===== config.mk =====
export PLATFORM = sky130hd
export DESIGN_NAME = dshot600_frame_encoder
export DESIGN_NICKNAME = d
export VERILOG_FILES = /design/src/dshot_pkg.sv /design/src/dshot600_frame_encoder.sv
export SDC_FILE = /design/constraint.sdc
export NUM_CORES = 1
export LEC_CHECK = 0
export BUFFER_PORTS_ARGS = -buffer_cell sky130_fd_sc_hd__buf_4
export CORE_AREA = 2 2 115 117
export CTS_CLUSTER_DIAMETER = 120
export DETAILED_ROUTE_END_ITERATION = 10
export DIE_AREA = 0 0 117 119
export HOLD_SLACK_MARGIN = 0.12
export PLACE_DENSITY = 0.8
export SLEW_MARGIN = 15
export SYNTH_ARGS = -nofsm -noshare
export SYNTH_HDL_FRONTEND = slang
export SYNTH_SLANG_ARGS = --single-unit
export TNS_END_PERCENT = 30

===== constraint.sdc =====
create_clock -name clk -period 7.2 [get_ports clk]
set_input_delay 1.44 -clock clk [delete_from_list [all_inputs] [get_ports clk]]
set_output_delay 1.44 -clock clk [all_outputs]
set_load 0.02 [all_outputs]

===== src/dshot_pkg.sv =====
// ----------------------------------------------------------------------------
// dshot_pkg
// Shared constants and helper functions for the DShot600 frame encoder.
// ----------------------------------------------------------------------------
package dshot_pkg;

  localparam int FRAME_BITS = 16;
  localparam int CNT_W      = $clog2(FRAME_BITS);

  localparam int CH_W       = 2;
  localparam int THR_W      = 16;
  localparam int TICK_W     = 15;
  localparam int DUTY_W     = 10;
  localparam int CFG_IDX_W  = 3;

  localparam int IN_DATA_W  = 24;
  localparam int OUT_DATA_W = 48;

  localparam logic [THR_W-1:0]  THR_MIN         = THR_W'(1000);
  localparam logic [THR_W-1:0]  THR_MAX         = THR_W'(2000);
  localparam logic [11:0]       DSHOT_OFFSET    = 12'd48;
  localparam logic [11:0]       DSHOT_VALUE_MAX = 12'd2047;

  localparam logic [TICK_W-1:0] ZERO_HIGH_RST = TICK_W'(24);
  localparam logic [TICK_W-1:0] ZERO_LOW_RST  = TICK_W'(50);
  localparam logic [TICK_W-1:0] ONE_HIGH_RST  = TICK_W'(50);
  localparam logic [TICK_W-1:0] ONE_LOW_RST   = TICK_W'(25);

  localparam logic [CFG_IDX_W-1:0] REG_PROTOCOL_MODE   = 3'd0;
  localparam logic [CFG_IDX_W-1:0] REG_ZERO_HIGH_TICKS = 3'd1;
  localparam logic [CFG_IDX_W-1:0] REG_ZERO_LOW_TICKS  = 3'd2;
  localparam logic [CFG_IDX_W-1:0] REG_ONE_HIGH_TICKS  = 3'd3;
  localparam logic [CFG_IDX_W-1:0] REG_ONE_LOW_TICKS   = 3'd4;

  localparam logic MODE_PWM   = 1'b0;
  localparam logic MODE_DSHOT = 1'b1;

  function automatic logic [THR_W-1:0] clamp_throttle(input logic [THR_W-1:0] t);
    logic [THR_W-1:0] r;
    r = t;
    if (t < THR_MIN) r = THR_MIN;
    if (t > THR_MAX) r = THR_MAX;
    return r;
  endfunction

  function automatic logic [FRAME_BITS-1:0] build_frame(input logic [THR_W-1:0] t);
    logic [11:0] v;
    logic [11:0] word;
    logic [3:0]  csum;
    v = {t[10:0] - THR_MIN[10:0], 1'b0} + DSHOT_OFFSET;
    if (v > DSHOT_VALUE_MAX) v = DSHOT_VALUE_MAX;
    word = {v[10:0], 1'b0};
    csum = word[3:0] ^ word[7:4] ^ word[11:8];
    return {word, csum};
  endfunction

endpackage


===== src/dshot600_frame_encoder.sv =====
// ----------------------------------------------------------------------------
// dshot600_frame_encoder
// Pipeline: input register, serializer register, output register.
// DShot mode: one pulse per frame bit, one pulse per cycle from the frame
// shift register unless m_tready stalls it; PWM mode: one result per command.
// Reset: synchronous; clears all valid flags, restores register defaults.
// ----------------------------------------------------------------------------
module dshot600_frame_encoder (
  input  logic                                clk,
  input  logic                                rst,
  input  logic                                s_tvalid,
  output logic                                s_tready,
  // [1:0] motor_channel, [17:2] throttle_raw, [23:18] zero
  input  logic [dshot_pkg::IN_DATA_W-1:0]     s_tdata,
  output logic                                m_tvalid,
  input  logic                                m_tready,
  // [1:0] out_channel, [2] frame_bit, [17:3] high_ticks, [32:18] low_ticks,
  // [42:33] pwm_duty, [47:43] zero
  output logic [dshot_pkg::OUT_DATA_W-1:0]    m_tdata,
  output logic                                m_tlast,
  input  logic                                cfg_we,
  input  logic [dshot_pkg::CFG_IDX_W-1:0]     cfg_index,
  input  logic [dshot_pkg::TICK_W-1:0]        cfg_data
);
  import dshot_pkg::*;

  logic              protocol_mode;
  logic [TICK_W-1:0] zero_high_ticks;
  logic [TICK_W-1:0] zero_low_ticks;
  logic [TICK_W-1:0] one_high_ticks;
  logic [TICK_W-1:0] one_low_ticks;

  logic             in_valid;
  logic [CH_W-1:0]  in_ch;
  logic [THR_W-1:0] in_thr;

  logic                  ser_valid;
  logic                  ser_mode;
  logic [CH_W-1:0]       ser_ch;
  logic [FRAME_BITS-1:0] ser_frame;
  logic [DUTY_W-1:0]     ser_duty;
  logic [CNT_W-1:0]      ser_cnt;

  logic                  out_load;
  logic                  ser_last;
  logic                  ser_done;
  logic                  in_load;
  logic [THR_W-1:0]      thr_clamped;
  logic [THR_W-1:0]      duty_full;
  logic                  cur_bit;

  always_ff @(posedge clk) begin
    if (rst) begin
      protocol_mode   <= MODE_DSHOT;
      zero_high_ticks <= ZERO_HIGH_RST;
      zero_low_ticks  <= ZERO_LOW_RST;
      one_high_ticks  <= ONE_HIGH_RST;
      one_low_ticks   <= ONE_LOW_RST;
    end else if (cfg_we) begin
      case (cfg_index)
        REG_PROTOCOL_MODE:   protocol_mode   <= cfg_data[0];
        REG_ZERO_HIGH_TICKS: zero_high_ticks <= cfg_data;
        REG_ZERO_LOW_TICKS:  zero_low_ticks  <= cfg_data;
        REG_ONE_HIGH_TICKS:  one_high_ticks  <= cfg_data;
        REG_ONE_LOW_TICKS:   one_low_ticks   <= cfg_data;
        default: ;
      endcase
    end
  end

  assign out_load    = !m_tvalid || m_tready;
  assign ser_last    = (ser_mode == MODE_PWM) || (ser_cnt == CNT_W'(FRAME_BITS - 1));
  assign ser_done    = ser_valid && out_load && ser_last;
  assign in_load     = in_valid && (!ser_valid || ser_done);
  assign s_tready    = !in_valid || in_load;
  assign thr_clamped = clamp_throttle(in_thr);
  assign duty_full   = thr_clamped - THR_MIN;
  assign cur_bit     = ser_frame[FRAME_BITS-1];

  always_ff @(posedge clk) begin
    if (rst) begin
      in_valid <= 1'b0;
    end else if (s_tready) begin
      in_valid <= s_tvalid;
    end
    if (s_tready && s_tvalid) begin
      in_ch  <= s_tdata[CH_W-1:0];
      in_thr <= s_tdata[CH_W +: THR_W];
    end
  end

  always_ff @(posedge clk) begin
    if (rst) begin
      ser_valid <= 1'b0;
      ser_cnt   <= '0;
    end else if (in_load) begin
      ser_valid <= 1'b1;
      ser_cnt   <= '0;
    end else if (ser_done) begin
      ser_valid <= 1'b0;
    end else if (ser_valid && out_load) begin
      ser_cnt <= ser_cnt + CNT_W'(1);
    end
    if (in_load) begin
      ser_mode  <= protocol_mode;
      ser_ch    <= in_ch;
      ser_frame <= build_frame(thr_clamped);
      ser_duty  <= duty_full[DUTY_W-1:0];
    end else if (ser_valid && out_load) begin
      ser_frame <= {ser_frame[FRAME_BITS-2:0], 1'b0};
    end
  end

  always_ff @(posedge clk) begin
    if (rst) begin
      m_tvalid <= 1'b0;
    end else if (out_load) begin
      m_tvalid <= ser_valid;
    end
    if (out_load && ser_valid) begin
      m_tlast <= ser_last;
      if (ser_mode == MODE_PWM) begin
        m_tdata <= {5'b0, ser_duty, {TICK_W{1'b0}}, {TICK_W{1'b0}}, 1'b0, ser_ch};
      end else begin
        m_tdata <= {5'b0, {DUTY_W{1'b0}},
                    cur_bit ? one_low_ticks : zero_low_ticks,
                    cur_bit ? one_high_ticks : zero_high_ticks,
                    cur_bit, ser_ch};
      end
    end
  end

  a_pwm_single : assert property (@(posedge clk) disable iff (rst)
    ser_valid && (ser_mode == MODE_PWM) |-> ser_cnt == '0)
    else $error("PWM command advanced the bit counter");

  a_load_start : assert property (@(posedge clk) disable iff (rst)
    in_load |=> ser_valid && (ser_cnt == '0))
    else $error("serializer did not start a new command");

  a_pwm_fields : assert property (@(posedge clk) disable iff (rst)
    m_tvalid && (m_tdata[42:33] != '0) |-> (m_tdata[32:2] == '0) && m_tlast)
    else $error("PWM result carries pulse fields");

endmodule

Word level (Yosys, flattened, before mapping)
Cells that the tools add are included.
Cells by class
  $add $sub $neg: 4
  order comparisons: 3
  equality and inequality tests: 5
  muxes and demuxes: 10
  bitwise operators: 4
  reductions and logical operators: 21
Operators by type and width (number)
  11-bit two-way mux: 4
  16-bit two-way mux: 2
  15-bit two-way mux: 2
  16-bit by 11-bit > comparator with 1-bit output, second input constant: 1
  16-bit by 10-bit < comparator with 1-bit output, second input constant: 1
  12-bit by 6-bit adder with 12-bit output, second input constant: 1
  12-bit by 11-bit > comparator with 1-bit output, second input constant: 1
  2-bit AND reduction: 6
  11-bit by 10-bit subtractor with 11-bit output, second input constant: 1
  10-bit subtractor, second input constant: 1
  4-bit XOR: 2
  3-bit by 2-bit equality test with 1-bit output, second input constant: 2
  4-bit by 1-bit adder with 4-bit output, second input constant: 1
  4-bit equality test, second input constant: 1
  1-bit logical AND: 4
  1-bit logical OR: 4
  2-bit nonzero test: 2
  3-bit by 1-bit equality test with 1-bit output, second input constant: 1
  3-bit equality test, second input constant: 1
  1-bit zero test: 3
  3-bit zero test: 1
  1-bit two-way mux: 2
  1-bit inverter: 2
  2-bit OR reduction: 1
Word-level totals
  flip-flop bits (word level): 164
  output and inout bits: 51
  word-level logic and storage cells: 67

Longest topological paths before layout
Gate-level depths: netlist of run 1.
  depth after elaboration: 11
  depth in mapped cells: 16

Worst setup path before layout of run 1
OpenSTA, ideal clock, no wires.
  kind: input port to flip-flop
  from: input m_tready
  to: register ser_frame[0], enable pin
  library setup time: 0.374 ns
  arrival: 3.927 ns
  path slack: 2.899 ns
  stages on the path: 5
  buffers on the path: 2
  cells stage by stage: nand2b_1 -> and2_1 -> clkbuf_1 -> buf_1 -> nand2b_1
On the way
  word-level cells in the longest chain between the ends: 6
Ends and longest elaborated chain
  start: declaration: line dshot600_frame_encoder.sv:16  | input logic m_tready,
  1-bit logical OR (*): line dshot600_frame_encoder.sv:71  | assign out_load = !m_tvalid || m_tready;
  1-bit logical AND (*): line dshot600_frame_encoder.sv:73, dshot600_frame_encoder.sv:109
  1-bit logical AND: line dshot600_frame_encoder.sv:73  | assign ser_done = ser_valid && out_load && ser_last;
  1-bit logical OR: line dshot600_frame_encoder.sv:74  | assign in_load = in_valid && (!ser_valid || ser_done);
  1-bit logical AND: line dshot600_frame_encoder.sv:74
  2-bit nonzero test (no source line) (*)
  end signal: assignment: line dshot600_frame_encoder.sv:107  | ser_frame <= build_frame(thr_clamped);
  end signal: assignment: line dshot600_frame_encoder.sv:110  | ser_frame <= {ser_frame[FRAME_BITS-2:0], 1'b0};
  end: declaration: line dshot600_frame_encoder.sv:40  | logic [FRAME_BITS-1:0] ser_frame;
Every way passes the cells marked *; elsewhere a longest branch is shown, timed or not.
A chain may end at the register's enable or synchronous reset.

Final worst setup path of run 1
  from: register in_thr[13]
  to: register ser_frame[1], data pin
On the way
  word-level cells in the longest chain between the ends: 11
Ends and longest elaborated chain
  start: declaration: line dshot600_frame_encoder.sv:35  | logic [THR_W-1:0] in_thr;
  start signal: assignment: line dshot600_frame_encoder.sv:88  | in_thr <= s_tdata[CH_W +: THR_W];
  16-bit by 10-bit < comparator with 1-bit output: line dshot_pkg.sv:41  | if (t < THR_MIN) r = THR_MIN;
  11-bit two-way mux: line dshot_pkg.sv:41
  11-bit two-way mux (*): line dshot_pkg.sv:42  | if (t > THR_MAX) r = THR_MAX;
  11-bit by 10-bit subtractor with 11-bit output (*): line dshot_pkg.sv:50  | v = {t[10:0] - THR_MIN[10:0], 1'b0} + DSHOT_OFFSET;
  12-bit by 6-bit adder with 12-bit output (*): line dshot_pkg.sv:50
  12-bit by 11-bit > comparator with 1-bit output: line dshot_pkg.sv:51  | if (v > DSHOT_VALUE_MAX) v = DSHOT_VALUE_MAX;
  11-bit two-way mux (*): line dshot_pkg.sv:51
  11-bit two-way mux (*): line dshot600_frame_encoder.sv:104  | if (in_load) begin
  4-bit XOR: line dshot_pkg.sv:53  | csum = word[3:0] ^ word[7:4] ^ word[11:8];
  4-bit XOR (*): line dshot_pkg.sv:53
  16-bit two-way mux (*): line dshot600_frame_encoder.sv:104
Every way passes the cells marked *; elsewhere a longest branch is shown, timed or not. The select of a mux whose other input is x is not followed.

==> flow_metrics.tcl, run 1 <==
set metrics [dict create \
    status "completed" \
    clock-root-buffer "clkbuf_16" \
    die-area_mm2 0.0139 \
    clk_pin_slew_ps 60 \
    die_h_um 119 \
    hold_ws_ps 418 \
    drive_above_1_share_pct 19.7 \
    slowest_delay_ps 550 \
    synth_top_cell_area_share_pct 39.5 \
    antenna_left 0 \
    max-slew-margin-rel_pct 30.6 \
    synthDistinctLibCells 59 \
    coreArea_mm2 0.0129 \
    synth.avg_cell_area_um2 10.7 \
    routed_wl_um 14200 \
    via_per_inst 5.43 \
    portBuffers 86 \
    irDropWorstVdd_mv 0.143 \
    start_kind "register" \
    synth_seq_cells 159 \
    pre_cts_ws_ps 3060 \
    power_density_mw_per_mm2 253 \
    netlist_top_cells_count "137 x nand2_1, 90 x edfxtp_1, 72 x a21oi_1" \
    worst_pin_slew_ps 1040 \
    wl_per_cell_um 15.9 \
    finalCritPeriodShare_pct 58.6 \
    cts_tree "built" \
    cts_num_sinks 159 \
    crit_top_cell "nor3_1" \
    drc 0 \
    hold_class "register to register" \
    num_rows 42 \
    cts_setup_buffers 0 \
    cts_hold_buffers 0 \
    ios 98 \
    grt_setup_unrepaired "no" \
    maxCapViolations 0 \
    initial_utilization_pct 53.1 \
    first_pass_iters 6 \
    cts-htree-levels 4 \
    critPathKind "register to register" \
    fmax_mhz 237 \
    grtUsageTotal_pct 21.4 \
    area_delta_synth_final_pct 18.5 \
    async_flop_share_pct 0 \
    vias 4863 \
    grt_max_degree 69 \
    fin_nets 758 \
    ctsLongestPathBuffers 2 \
    dr_wl_met3_um 869 \
    hpwlAfterDp_um 9340 \
    end_kind "register" \
    worst_slack_ps 2980 \
    fin_skew_ps 11.0 \
    die_x_um 117 \
    yosys-top-cells-area "edfxtp_1 40%, dfxtp_1 20%, nand2_1 7.5%, a21oi_1 5.3%, mux2i_1 4.7%" \
    min_period_ps 4220 \
    power.leakage_nw 3.00 \
    place.gp.congestion 0.823 \
    grt_pass1_wl_um 23000 \
    synth-edff-count 90 \
    cts_buffers 17 \
    path_cells "or3_4 > nor3_1 > nand2b_2 > nor2_1 > inv_1 > ha_1 > nor3_1 > nor3_1 > o21ai_1 > nand4_1 > nor2_2 > xor2_2 > a31oi_1" \
    highest_layer "met4" \
    cts_resized 0 \
    cp_slowest_cell "xor2_2" \
    drt-met1-wl_um 6230 \
    gr-total-overflow 0 \
    synthCells 637 \
    synth_largest_area_cell "edfxtp_1" \
    drt_iter0_drc 468 \
    hold_viol_final 0 \
    cp_data_arrival_time_ps 4350 \
    setup_tns_ps 0 \
    antenna_cells 0 \
    cp_max_fo 15 \
    setup_viol 0 \
    fin_util_pct 63.0 \
    yosysMostFrequentCell "nand2_1" \
    grt_pass1_vias 4669 \
    synthFlopType "edfxtp_1" \
    clk_latency_ps 420 \
    report.final.slew_viol_count 0 \
    ys_seq_area_share_pct 59.7 \
    cp.required_ps 7330 \
    wl_met2_um 6890 \
    synth_area_mm2 0.00684 \
    yosys_warnings 0 \
    antenna_found_initial 0 \
]
-- power by group --
group	switching, W	internal [W]
sequential	0.0000194	0.00100
combinational	0.000101	0.0000653
clock	0.000373	0.000493
-- cells in the final DEF (no fill, tap or decap), types with 5 or more instances in the layout --
cell type / synthesis / final
nor3_1: 9 / 9
buf_4: 5 / 90
xnor2_1: 7 / 7
nand2b_1: 5 / 5
a21oi_1: 72 / 72
edfxtp_1: 90 / 90
and3_1: 5 / 5
nand3_1: 7 / 7
clkbuf_16: 0 / 17
inv_1: 11 / 11
dfxtp_1: 69 / 69
nor2_1: 16 / 16
a31oi_1: 14 / 14
nand3b_1: 13 / 13
nand4_1: 5 / 5
conb_1: 1 / 5
nand2_1: 137 / 137
nor2b_1: 42 / 42
mux2i_1: 32 / 32
ha_1: 5 / 5
-- path summary, 6_finish.rpt --
path | slack (ps) | cells past startpoint | startpoint | to
setup / recovery | 2980 | 13 | in_thr[13]$_DFFE_PP_ | ser_frame[1]$_DFFE_PP_
hold reg to reg | 420 | 0 | in_ch[0]$_DFFE_PP_ | ser_ch[0]$_DFFE_PP_
hold / removal | 420 | 0 | in_ch[0]$_DFFE_PP_ | ser_ch[0]$_DFFE_PP_
setup reg to reg | 2980 | 13 | in_thr[13]$_DFFE_PP_ | ser_frame[1]$_DFFE_PP_
-- worst max-delay path, delay by kind of cell (launching register included) --
| kind | cells | cell delay (ps) |
|---|---|---|
| compound gates | 2 | 620 |
| xor+xnor | 1 | 550 |
| flops | 1 | 430 |
| buf+inv | 1 | 130 |
| fa+ha+maj | 1 | 350 |
| simple gates | 8 | 1830 |
-- stage by stage --
stage,area [um^2],power (W),instances
after floorplan,6860,0.00115,641
after global placement,7540,0.00120,863
after detailed placement,7540,0.00121,863
after CTS,8110,0.00206,895
after global routing,8110,0.00212,895
final,8110,0.00205,895
-- state kept, by name, indices dropped and copies added, names as in the netlist, 2 cells and up --
register	cells
ser_ch	2
one_low_ticks	15
ser_duty	10
zero_high_ticks	15
ser_frame	16
in_thr	16
in_ch	2
zero_low_ticks	15
m_tdata	43
ser_cnt	4
one_high_ticks	15
-- per-layer routing --
layer | GRT usage [%] | vias up
met5 | 0 | -
met4 | 7.79 | 0
met3 | 4.73 | 20
met2 | 33.6 | 184
met1 | 29.3 | 2317
li1 | - | 2342
-- logic make-up after synthesis --
family                     Yosys count  synth area share, %
AOI/OAI and AO/OA                  105                 8.80
xor gates and xnor gates            15                 2.54
other                                1               0.0548
buffers and inverters               55                 3.69
adders and majority gates            5                0.914
DFF                                159                 59.7
muxes                               32                 4.68
and+or+nand+nor                    265                 19.6
-- layout make-up --
class / instances / area, um^2
flip-flops and latches: 159 / 4080
repair buffers: 90 / 676
multi-input cells: 427 / 2520
clock inverters: 13 / 125
clock buffers: 19 / 443
well taps: 176 / 220
inverters: 11 / 41.3
fillers: 1020 / 4760
(Power assumes the default switching activity.)
==> run 2, diff against run 1 <==
Clock period 7.2 ns to 4.45 ns, I/O delays scaled along.
==> run 2 against run 1 <==
Compared with the run above:
- first-iteration DRC count decreased by 15%
- count of clock-buffer cells in the layout fell by 2
- setup slack lost 2400 ps
- die area stayed put
- flip-flop and latch count unchanged
- register-to-register slack worse by 2400 ps
- sequential power grew 62%
- cell count increased by 0.22%
- highest routed layer unchanged
==> flow_metrics.tcl, run 2 (same netlist as run 1, synthesis figures left out) <==
set metrics [dict create \
    fin_skew_ps 10.2 \
    num_rows 42 \
    cts_num_sinks 159 \
    grt_pass1_vias 4695 \
    fin_util_pct 63.2 \
    largest_reg_flops 43 \
    status "completed" \
    hold_ws_ps 420 \
    irDropWorstVdd_mv 0.267 \
    cts_resized 0 \
    setup_tns_ps 0 \
    final_cell_mix "137 x nand2_1, 92 x buf_4, 90 x edfxtp_1" \
    report.final.slew_viol_count 0 \
    antenna_cells 0 \
    dp_cells 865 \
    ctsLongestPathBuffers 2 \
    place.gp.congestion 0.843 \
    cp_data_arrival_time_ps 4040 \
    top_register "m_tdata" \
    wl_per_cell_um 16.4 \
    grt_max_degree 69 \
    grt_setup_unrepaired "no" \
    hold_class "register to register" \
    cp_max_fo 15 \
    cts_setup_buffers 0 \
    hold_viol_final 0 \
    start_kind "register" \
    power.leakage_nw 3.01 \
    stdcell_area_mm2 0.00814 \
    drive_above_1_share_pct 20.1 \
    vias 4915 \
    area_delta_synth_final_pct 19.0 \
    cts_hold_buffers 0 \
    placed_area_mm2 0.00756 \
    critPathKind "register to register" \
    cp.required_ps 4580 \
    grtUsageTotal_pct 21.8 \
    clk_pin_slew_ps 60 \
    ios 98 \
    max-slew-margin-rel_pct 26.3 \
    routed_wl_um 14700 \
    maxCapViolations 0 \
    die-area_mm2 0.0139 \
    fmax_mhz 256 \
    power_density_mw_per_mm2 410 \
    setup_viol 0 \
    worst_pin_slew_ps 1100 \
    via_per_inst 5.48 \
    min_period_ps 3910 \
    portBuffers 86 \
    initial_utilization_pct 53.1 \
    finalCritPeriodShare_pct 87.9 \
    cts_tree "built" \
    die_h_um 119 \
    gr-total-overflow 0 \
    die_x_um 117 \
    reg_top3 "m_tdata: 43 flops, in_thr: 16 flops, ser_frame: 16 flops" \
    fin_nets 760 \
    drt_iter0_drc 400 \
    clock-root-buffer "clkbuf_16" \
    grt_pass1_wl_um 23400 \
    final_common_cell "nand2_1" \
    final_cells 897 \
    cts_buffers 17 \
    cts-htree-levels 4 \
    first_pass_iters 5 \
    antenna_found_initial 0 \
    hpwlAfterDp_um 9620 \
    clk_latency_ps 420 \
    coreArea_mm2 0.0129 \
    drc 0 \
    antenna_left 0 \
    end_kind "register" \
]
==> run 2: path summary, 6_finish.rpt <==
check | from | end | slack [ps] | cells after the start
setup / recovery | in_thr[5]$_DFFE_PP_ | ser_frame[2]$_DFFE_PP_ | 540 | 14
hold / removal | in_ch[1]$_DFFE_PP_ | ser_ch[1]$_DFFE_PP_ | 420 | 0
setup reg to reg | in_thr[5]$_DFFE_PP_ | ser_frame[2]$_DFFE_PP_ | 540 | 14
hold reg to reg | in_ch[1]$_DFFE_PP_ | ser_ch[1]$_DFFE_PP_ | 420 | 0
==> run 2: cell type report <==
class | instances | area, um^2
fillers | 1020 | 4730
flip-flops and latches | 159 | 4080
multi-input cells | 427 | 2520
repair buffers | 92 | 691
clock buffers | 17 | 425
well taps | 176 | 220
clock inverters | 15 | 158
inverters | 11 | 41.3
==> run 2: per-stage QoR <==
step | total power, W | setup WS [ps]
3_3_place_gp | 0.00194 | 646
6_report | 0.00334 | 536
2_1_floorplan | 0.00186 | 699
4_1_cts | 0.00336 | 547
5_1_grt | 0.00346 | 246
3_5_place_dp | 0.00196 | 601
==> run 2: where the power goes <==
group | internal (W) | switching (W)
Clock | 0.000787 | 0.000625
Sequential | 0.00162 | 0.0000309
Combinational | 0.000107 | 0.000166
Total | 0.00252 | 0.000823
==> run 2: per-layer routing <==
metal | vias to the layer above | share of wire [%] | GRT usage [%]
met5 | - | 0 | 0
met4 | 0 | 2.2 | 8.75
met3 | 23 | 5.8 | 4.83
met2 | 192 | 48 | 33.9
met1 | 2346 | 44 | 29.8
li1 | 2354 | - | -
==> run 2: worst max-delay path, stage by stage, from the launching register on <==
cell      delay [ps]
edfxtp_1         530
nor4b_2          350
a211oi_2         180
nand2b_2         280
nor2_1           250
inv_1            120
ha_1             340
nor3_1           220
nor3_1            80
o21ai_1          440
nand4_1          190
nor2_2           170
xor2_2           130
buf_4            220
a31oi_1          120
==> run 3, diff against run 2 <==
Clock period 4.45 ns to 4.4 ns, I/O delays scaled along.
==> run 3 against run 2 <==
Compared with the run above:
- sequential power barely moved
- die area did not move
- first-iteration DRC count fell by 14%
- flip-flop and latch count did not move
- combinational power barely moved
- via count barely moved
- register-to-register slack barely moved
- total power rose by 0.44%
- largest power group unchanged
- highest routed layer unchanged
==> flow_metrics.tcl, run 3 (same netlist as run 1, synthesis figures left out) <==
set metrics [dict create \
    status "completed" \
    cts_num_sinks 159 \
    r2r_start "in_thr[13]$_DFFE_PP_" \
    largest_reg_flops 43 \
    clk_pin_slew_ps 60 \
    p_int_w 0.00258 \
    irDropWorstVdd_mv 0.261 \
    wl_per_cell_um 15.7 \
    coreArea_mm2 0.0129 \
    grt_pass1_wl_um 23100 \
    routed_wl_um 14100 \
    cts_setup_buffers 0 \
    fin_util_pct 63.2 \
    via_per_inst 5.48 \
    comb_power_share_pct 8.2 \
    drt_iter0_drc 342 \
    worst_pin_slew_ps 1020 \
    ios 98 \
    place.gp.congestion 0.839 \
    cp_max_fo 15 \
    die_h_um 119 \
    report.final.slew_viol_count 0 \
    r2r_slack_ps 540 \
    cts_hold_buffers 0 \
    hold_viol_final 0 \
    max-slew-margin-rel_pct 31.6 \
    antenna_cells 0 \
    pwr-share-seq_pct 49.9 \
    ctsLongestPathBuffers 2 \
    die_x_um 117 \
    clk_latency_ps 420 \
    drive_above_1_share_pct 20.0 \
    grt_setup_unrepaired "no" \
    reg_top3 "m_tdata: 43 flops, in_thr: 16 flops, ser_frame: 16 flops" \
    min-delay-start "in_ch[0]$_DFFE_PP_" \
    maxCapViolations 0 \
    pre_cts_ws_ps 582 \
    end_kind "register" \
    setup_viol 0 \
    swShare_pct 23.1 \
    top_register "m_tdata" \
    grtUsageTotal_pct 21.3 \
    holdPathStages 0 \
    die-area_mm2 0.0139 \
    initial_utilization_pct 53.1 \
    antenna_left 0 \
    setup_tns_ps 0 \
    finalCritPeriodShare_pct 87.7 \
    path_cells "or3_4 > nor3_1 > nand2b_2 > a21oi_1 > ha_1 > nor2_1 > o311ai_1 > nor3b_1 > o22ai_2 > nor2_2 > xor2_2 > buf_4 > and3_1" \
    start_kind "register" \
    slowest_delay_ps 480 \
    fin_skew_ps 7.94 \
    ff2ff_path_depth 13 \
    gr-total-overflow 0 \
    vias 4912 \
    hold_class "register to register" \
    reg2reg_to "ser_frame[0]$_DFFE_PP_" \
    final_common_cell "nand2_1" \
    cp_data_arrival_time_ps 4020 \
    clkPwrFrac_pct 42.0 \
    power.net_switching_w 0.000775 \
    cp.required_ps 4570 \
    cts_resized 0 \
    worst_slack_ps 543 \
    fmax_mhz 259 \
    power_density_mw_per_mm2 412 \
    cts-htree-levels 4 \
    first_pass_iters 5 \
    fin_nets 761 \
    critPathKind "register to register" \
    cts_tree "built" \
    area_delta_synth_final_pct 18.9 \
    antenna_found_initial 0 \
    drc 0 \
    num_rows 42 \
    cts_buffers 17 \
    cp_slowest_cell "ha_1" \
    grt_pass1_vias 4655 \
    hold_end "ser_ch[0]$_DFFE_PP_" \
    hpwlAfterDp_um 9260 \
    final_cell_mix "137 x nand2_1, 93 x buf_4, 90 x edfxtp_1" \
    grt_max_degree 69 \
    power.leakage_nw 3.02 \
    min_period_ps 3860 \
    clock-root-buffer "clkbuf_16" \
    portBuffers 86 \
]
run 3: worst max path at each step:
stage                               from                endpoint  slack (ps)  cells after the start
floorplan                       m_tready  ser_frame[0]$_DFFE_PP_         660                      5
global placement    in_thr[13]$_DFFE_PP_  ser_frame[0]$_DFFE_PP_         620                     13
detailed placement  in_thr[13]$_DFFE_PP_  ser_frame[8]$_DFFE_PP_         580                     13
CTS                 in_thr[13]$_DFFE_PP_  ser_frame[8]$_DFFE_PP_         580                     13
global route        in_thr[13]$_DFFE_PP_  ser_frame[2]$_DFFE_PP_         280                     13
finish              in_thr[13]$_DFFE_PP_  ser_frame[0]$_DFFE_PP_         540                     13
run 3: area by class of cell:
class / count / area (um^2)
clock buffer: 20 / 468
clock inverter: 11 / 101
fill: 1024 / 4740
inverter: 11 / 41.3
multi-input combinational: 427 / 2520
sequential: 159 / 4080
tap: 176 / 220
timing repair buffer: 93 / 698
run 3: stage by stage:
stage	hold slack, ps	instances	power [W]	cell area [um^2]
5_1_grt	423	897	0.00347	8130
6_report	420	897	0.00335	8130
2_1_floorplan	400	641	0.00188	6860
3_5_place_dp	405	866	0.00198	7560
3_3_place_gp	405	866	0.00197	7560
4_1_cts	420	897	0.00337	8130
run 3: critical path: cells and delay by family (launching register included):
family / cells / cell delay (ps)
AND/OR/NAND/NOR: 7 / 1410
buffers and inverters: 1 / 190
flip-flops: 1 / 420
XOR/XNOR: 1 / 140
AO/OA/AOI/OAI: 3 / 960
adder cells (fa/ha/maj): 1 / 480
run 3: routing by layer:
metal  track usage (%)  wire length, um  up-vias  part of all wire, %
li1                  -                -     2346                    -
met1              30.3             6330     2370                   45
met2              32.7             6810      182                   48
met3              4.99              813       14                  5.8
met4              6.25              161        0                  1.1
met5                 0                0        -                    0
run 3: power by group through the flow:
stage,Sequential (W),Combinational [W],Clock [W]
detailed placement,0.00170,0.000273,0
finish,0.00167,0.000274,0.00141
global route,0.00168,0.000299,0.00149
CTS,0.00167,0.000275,0.00142
floorplan,0.00172,0.000159,0
global placement,0.00170,0.000265,0
